$ cat src/e321_pkg.sv
`default_nettype none
package e321_pkg;

  localparam int ANGLE_BITS    = 16;
  localparam int ENTRY_BITS    = 16;
  localparam int CORDIC_STAGES = 16;

  localparam int ATAN_LEN = 30;
  localparam int NUM_ITER = (CORDIC_STAGES < ATAN_LEN) ? CORDIC_STAGES : ATAN_LEN;
  localparam int FRAC     = 30;
  localparam int ZW       = 35;
  localparam int XW       = 33;
  localparam int QW       = 32;
  localparam int ANGLE_SH = 33 - ANGLE_BITS;
  localparam int ENT_SH   = 32 - ENTRY_BITS;

  localparam logic signed [ZW-1:0] HALF_PI = 35'sd1686629713;
  localparam logic signed [ZW-1:0] PI      = 35'sd3373259426;
  localparam logic signed [XW-1:0] GAIN    = 33'sd652032874;

  localparam logic signed [ZW-1:0] ATAN_TAB [ATAN_LEN] = '{
    35'sh3243F6A8, 35'sh1DAC6705, 35'sh0FADBAFC, 35'sh07F56EA6, 35'sh03FEAB76,
    35'sh01FFD55B, 35'sh00FFFAAA, 35'sh007FFF55, 35'sh003FFFEA, 35'sh001FFFFD,
    35'sh000FFFFF, 35'sh0007FFFF, 35'sh0003FFFF, 35'sh0001FFFF, 35'sh0000FFFF,
    35'sh00007FFF, 35'sh00003FFF, 35'sh00001FFF, 35'sh00000FFF, 35'sh000007FF,
    35'sh000003FF, 35'sh000001FF, 35'sh000000FF, 35'sh0000007F, 35'sh0000003F,
    35'sh0000001F, 35'sh0000000F, 35'sh00000008, 35'sh00000004, 35'sh00000002
  };

  typedef struct packed {
    logic signed [ANGLE_BITS-1:0] roll_angle;
    logic signed [ANGLE_BITS-1:0] pitch_angle;
    logic signed [ANGLE_BITS-1:0] yaw_angle;
  } angles_t;

  typedef struct packed {
    logic signed [ENTRY_BITS-1:0] row0_col0;
    logic signed [ENTRY_BITS-1:0] row0_col1;
    logic signed [ENTRY_BITS-1:0] row0_col2;
    logic signed [ENTRY_BITS-1:0] row1_col0;
    logic signed [ENTRY_BITS-1:0] row1_col1;
    logic signed [ENTRY_BITS-1:0] row1_col2;
    logic signed [ENTRY_BITS-1:0] row2_col0;
    logic signed [ENTRY_BITS-1:0] row2_col1;
    logic signed [ENTRY_BITS-1:0] row2_col2;
  } rmat_t;

  typedef struct packed {
    logic signed [ZW-1:0] z;
    logic                 neg_cos;
  } fold_t;

  typedef struct packed {
    logic signed [XW-1:0] x;
    logic signed [XW-1:0] y;
    logic                 neg_cos;
  } rot_t;

endpackage
`default_nettype wire

$ cat src/e321_fold.sv
`default_nettype none
module e321_fold (
  input  logic                       clk_i,
  input  logic                       rst_ni,
  input  logic                       en_i,
  input  logic                       valid_i,
  input  e321_pkg::angles_t          angles_i,
  output logic                       valid_o,
  output e321_pkg::fold_t [2:0]      fold_o
);
  import e321_pkg::*;

  logic                         valid_q;
  fold_t [2:0]                  fold_d, fold_q;
  logic signed [ANGLE_BITS-1:0] ang [3];
  logic signed [ZW-1:0]         z;

  always_comb begin
    ang[0] = angles_i.roll_angle;
    ang[1] = angles_i.pitch_angle;
    ang[2] = angles_i.yaw_angle;
    z      = '0;
    for (int k = 0; k < 3; k++) begin
      z = ZW'(ang[k]) <<< ANGLE_SH;
      if (z > HALF_PI) begin
        fold_d[k].z       = PI - z;
        fold_d[k].neg_cos = 1'b1;
      end else if (z < -HALF_PI) begin
        fold_d[k].z       = -PI - z;
        fold_d[k].neg_cos = 1'b1;
      end else begin
        fold_d[k].z       = z;
        fold_d[k].neg_cos = 1'b0;
      end
    end
  end

  always_ff @(posedge clk_i or negedge rst_ni) begin
    if (!rst_ni) begin
      valid_q <= 1'b0;
    end else if (en_i) begin
      valid_q <= valid_i;
    end
  end

  always_ff @(posedge clk_i) begin
    if (en_i) begin
      fold_q <= fold_d;
    end
  end

  assign valid_o = valid_q;
  assign fold_o  = fold_q;

endmodule
`default_nettype wire

$ cat config.mk
export PLATFORM = sky130hd
export DESIGN_NAME = e321_fold
export DESIGN_NICKNAME = d
export VERILOG_FILES = /design/src/e321_pkg.sv /design/src/e321_fold.sv
export SDC_FILE = /design/constraint.sdc
export NUM_CORES = 1
export LEC_CHECK = 0
export BUFFER_PORTS_ARGS = -buffer_cell sky130_fd_sc_hd__buf_2
export CORE_MARGIN = 2
export CORE_UTILIZATION = 50
export CTS_CLUSTER_DIAMETER = 80
export DETAILED_ROUTE_END_ITERATION = 7
export PLACE_DENSITY = 0.81
export REMOVE_ABC_BUFFERS = 1
export SLEW_MARGIN = 40
export SYNTH_ARGS = -nofsm -noshare
export SYNTH_HDL_FRONTEND = slang
export SYNTH_SLANG_ARGS = --single-unit
$ cat constraint.sdc
create_clock -name clk_i -period 1 [get_ports clk_i]
set_input_delay 0.05 -clock clk_i [delete_from_list [all_inputs] [get_ports clk_i]]
set_output_delay 0.05 -clock clk_i [all_outputs]
set_load 0.005 [all_outputs]
==> results by group <==
STA
  • Worst hold slack: 0.0652 ns
  • Setup violations, final: 103
  • RSZ-0062 raised after global routing: yes
  • Fmax: 0.654 GHz
  • Period utilization: 1.53
  • Final hold vios: 0
  • Fin. max-slew vios: 0
  • Clock Skew: 0 ns
  • Setup WS post-layout: -0.529 ns
  • Minimum clock period after layout: 1.53 ns

Die
  • Total Die Area: 9370 sq um
  • Die Width: approximately 97 um
  • Io pins: 161
  • Die height: ~97 um
  • Core ar.: around 8300 sq um
  • Starting Density: 0.519
  • Rows: 33

GRT
  • Gr ovfl total: 0
  • First-pass GRT wire length: ~24000 um
  • GR Util All Layers: 0.313
  • Largest net degree at the start of global routing: 26
  • Initial antenna violation count: 0
  • Vias in the first global route: 4542

Synth
  • Distinct cells, synth: 63
  • Synth Register Bits: 61
  • Synth Warn #: 0
  • Top-area cell type share of the netlist area: 0.419
  • Post-synth EDFFs: 60
  • Top-count cell post-synth: edfxtp_1
  • Area leader, netlist: edfxtp_1
  • Top cells by area, synth: edfxtp_1, buf_4, xnor2_1, xor2_1, ha_1
  • Synth top cells by count: edfxtp_1, buf_4, nand2_1
  • Main synth FF type: edfxtp_1
  • Asr flop ratio synth: 0.0164
  • Mean Syn Cell Area: 9.78 sq um
  • Gate Count Post-Synth: 440
  • Post-synthesis cell area: 4300 sq um
  • Sequential share of the synthesized area: 0.424

Finish
  • Post-Layout Cell Count: 807
  • Final core occ: 0.879
  • Area Growth Syn to Fin: 69.4%
  • Share of cells above drive strength 1: 0.660
  • Fill count: 369
  • Final instance area: 7290 sq um
  • Layout Nets: approximately 760
  • Multi-input gate area: ~2600 sq um
  • Seq. cell area: 1830 sq um
  • Diode count: 0

CTS
  • Total CTS buffers: 9
  • Clock transition at the registers of the reported paths: 0.08 ns
  • Clk root buf: clkbuf_8
  • Clock latency on the worst-skew pair: 0.35 ns
  • CTS tree: yes
  • Clock buffer depth: 2
  • Clock sink count: 61
  • CTS HTree Levels: 3

Power and ir drop
  • Leak Pwr: 3.21 nW
  • Reg power frac: 0.397
  • Internal power: around 5.6 mW
  • Clk network pwr share: 0.235
  • Max IR drop VDD: about 0.8 mV
  • Switching power of the nets: 2.75 mW
  • Cell area power density: 1140 nW/um^2
  • Switching share of power: 0.331
  • Comb pwr share: 0.368

Critical path
  • Worst Setup End Kind: register
  • Critical path peak fanout: 4
  • Crit path required time: 1.10 ns
  • Critical path arrival: 1.62 ns
  • CP Launch Type: primary input
  • CP Class: in2reg

Placement
  • Inst Count DP: between 700 and 800
  • DPL Wire Length: roughly 8700 um
  • Worst slack at placement: -0.904 ns
  • Buffers added on ports: 157
  • Area post-placement: 5620 sq um
  • Routability cong.: 0.943

Routing
  • Vias post-DR: 4998
  • DRC Markers: 0
  • WL final: 18900 um
  • Drt via density: 6.19
  • 1st-iter DRT viols: 407
  • Post-route ant nets: 0
  • DR pass1 iterations: 5
  • WL per Instance: roughly 23 um

Job
  • Max-cap violation count: 0

Outcome
  • Status: finished, violations left
  • Failing checks: negative setup slack

Min path
  • Hold Path Class: in2reg
[power groups by stage]
stage / logic (mW) / registers, mW / clock network (mW)
3_3_place_gp: 1.96 / 3.31 / 0
5_1_grt: 3.19 / 3.32 / 2.04
3_5_place_dp: 2.02 / 3.32 / 0
4_1_cts: 2.55 / 3.27 / 1.88
2_1_floorplan: 0.639 / 3.40 / 0
6_report: 3.06 / 3.30 / 1.95
[logic make-up after synthesis]
logic type / count (synthesis) / synth area share
and+or+nand+nor: 106 / 0.118
muxes: 1 / 0.00262
AOI/OAI and AO/OA: 114 / 0.200
other: 1 / 0.000871
xor gates and xnor gates: 38 / 0.0773
DFF: 61 / 0.424
adders and majority gates: 10 / 0.0291
buffers and inverters: 109 / 0.148
[state kept, by name, indices dropped and copies added (netlist names)]
name     cells
valid_o      1
fold_o      60
[what timing repair did]
| item | in CTS | in global routing |
|---|---|---|
| endpoints found under the hold margin | 2 | 0 |
| hold buffers | 3 | 0 |
| pin swaps | 56 | 40 |
| buffers inserted | 29 | 25 |
| gates resized for setup | 185 | 77 |
| endpoints found under the setup margin | 104 | 104 |
| gates cloned | 2 | 0 |
[through the flow]
| step | total power, mW | setup TNS (ns) |
|---|---|---|
| floorplan | 4.04 | -36.64 |
| global placement | 5.27 | -41.30 |
| detailed placement | 5.34 | -44.27 |
| CTS | 7.69 | -17.15 |
| global route | 8.55 | -27.38 |
| finish | 8.30 | -23.89 |
[path summary, 6_finish.rpt]
check | start | endpoint | slack [ns] | depth (start not counted)
setup / recovery | angles_i[21] | fold_o[66] | -0.53 | 9
hold / removal | angles_i[32] | fold_o[18] | 0.07 | 3
setup reg to reg | valid_o | valid_o | 0.25 | 1
hold reg to reg | valid_o | valid_o | 0.52 | 1
max in group asynchronous | rst_ni | valid_o | 0.38 | 3
min in group asynchronous | rst_ni | valid_o | 0.52 | 3
[worst max-delay path: stages]
cell and delay, ns:
buf_8 0.08, buf_6 0.12, nor4_4 0.05, o211ai_1 0.22
nand3_1 0.21, buf_4 0.20, a22oi_2 0.34, o221ai_2 0.19
xnor2_1 0.16
[layout by cell type (no fill, tap or decap), types with 7 or more instances in the layout]
cell	count
buf_4	129
o21ai_1	9
inv_1	13
buf_6	37
a21oi_1	10
o21ai_0	7
xnor2_2	7
nand3_1	8
o22ai_2	10
xor2_1	18
nand2_1	24
buf_8	10
clkbuf_8	9
nor2_1	23
xnor2_1	13
edfxtp_1	60
buf_2	139
buf_12	7
[area by class of cell]
| class | instances | area share |
|---|---|---|
| clock buffers | 11 | 0.0180 |
| clock inverters | 5 | 0.00377 |
| inverters | 27 | 0.0201 |
| multi-input cells | 272 | 0.359 |
| flip-flops and latches | 61 | 0.250 |
| well taps | 105 | 0.0180 |
| repair buffers | 325 | 0.329 |
| repair inverters | 1 | 0.00154 |
[routing by layer]
| metal | share of wire | GRT usage | up-vias |
|---|---|---|---|
| met4 | 0.069 | 0.141 | 0 |
| met2 | 0.51 | 0.582 | 455 |
| met3 | 0.097 | 0.0506 | 130 |
| li1 | - | - | 2049 |
| met1 | 0.32 | 0.349 | 2364 |
| met5 | 0 | 0 | - |
No activity file was read; power rests on OpenSTA's default activity.
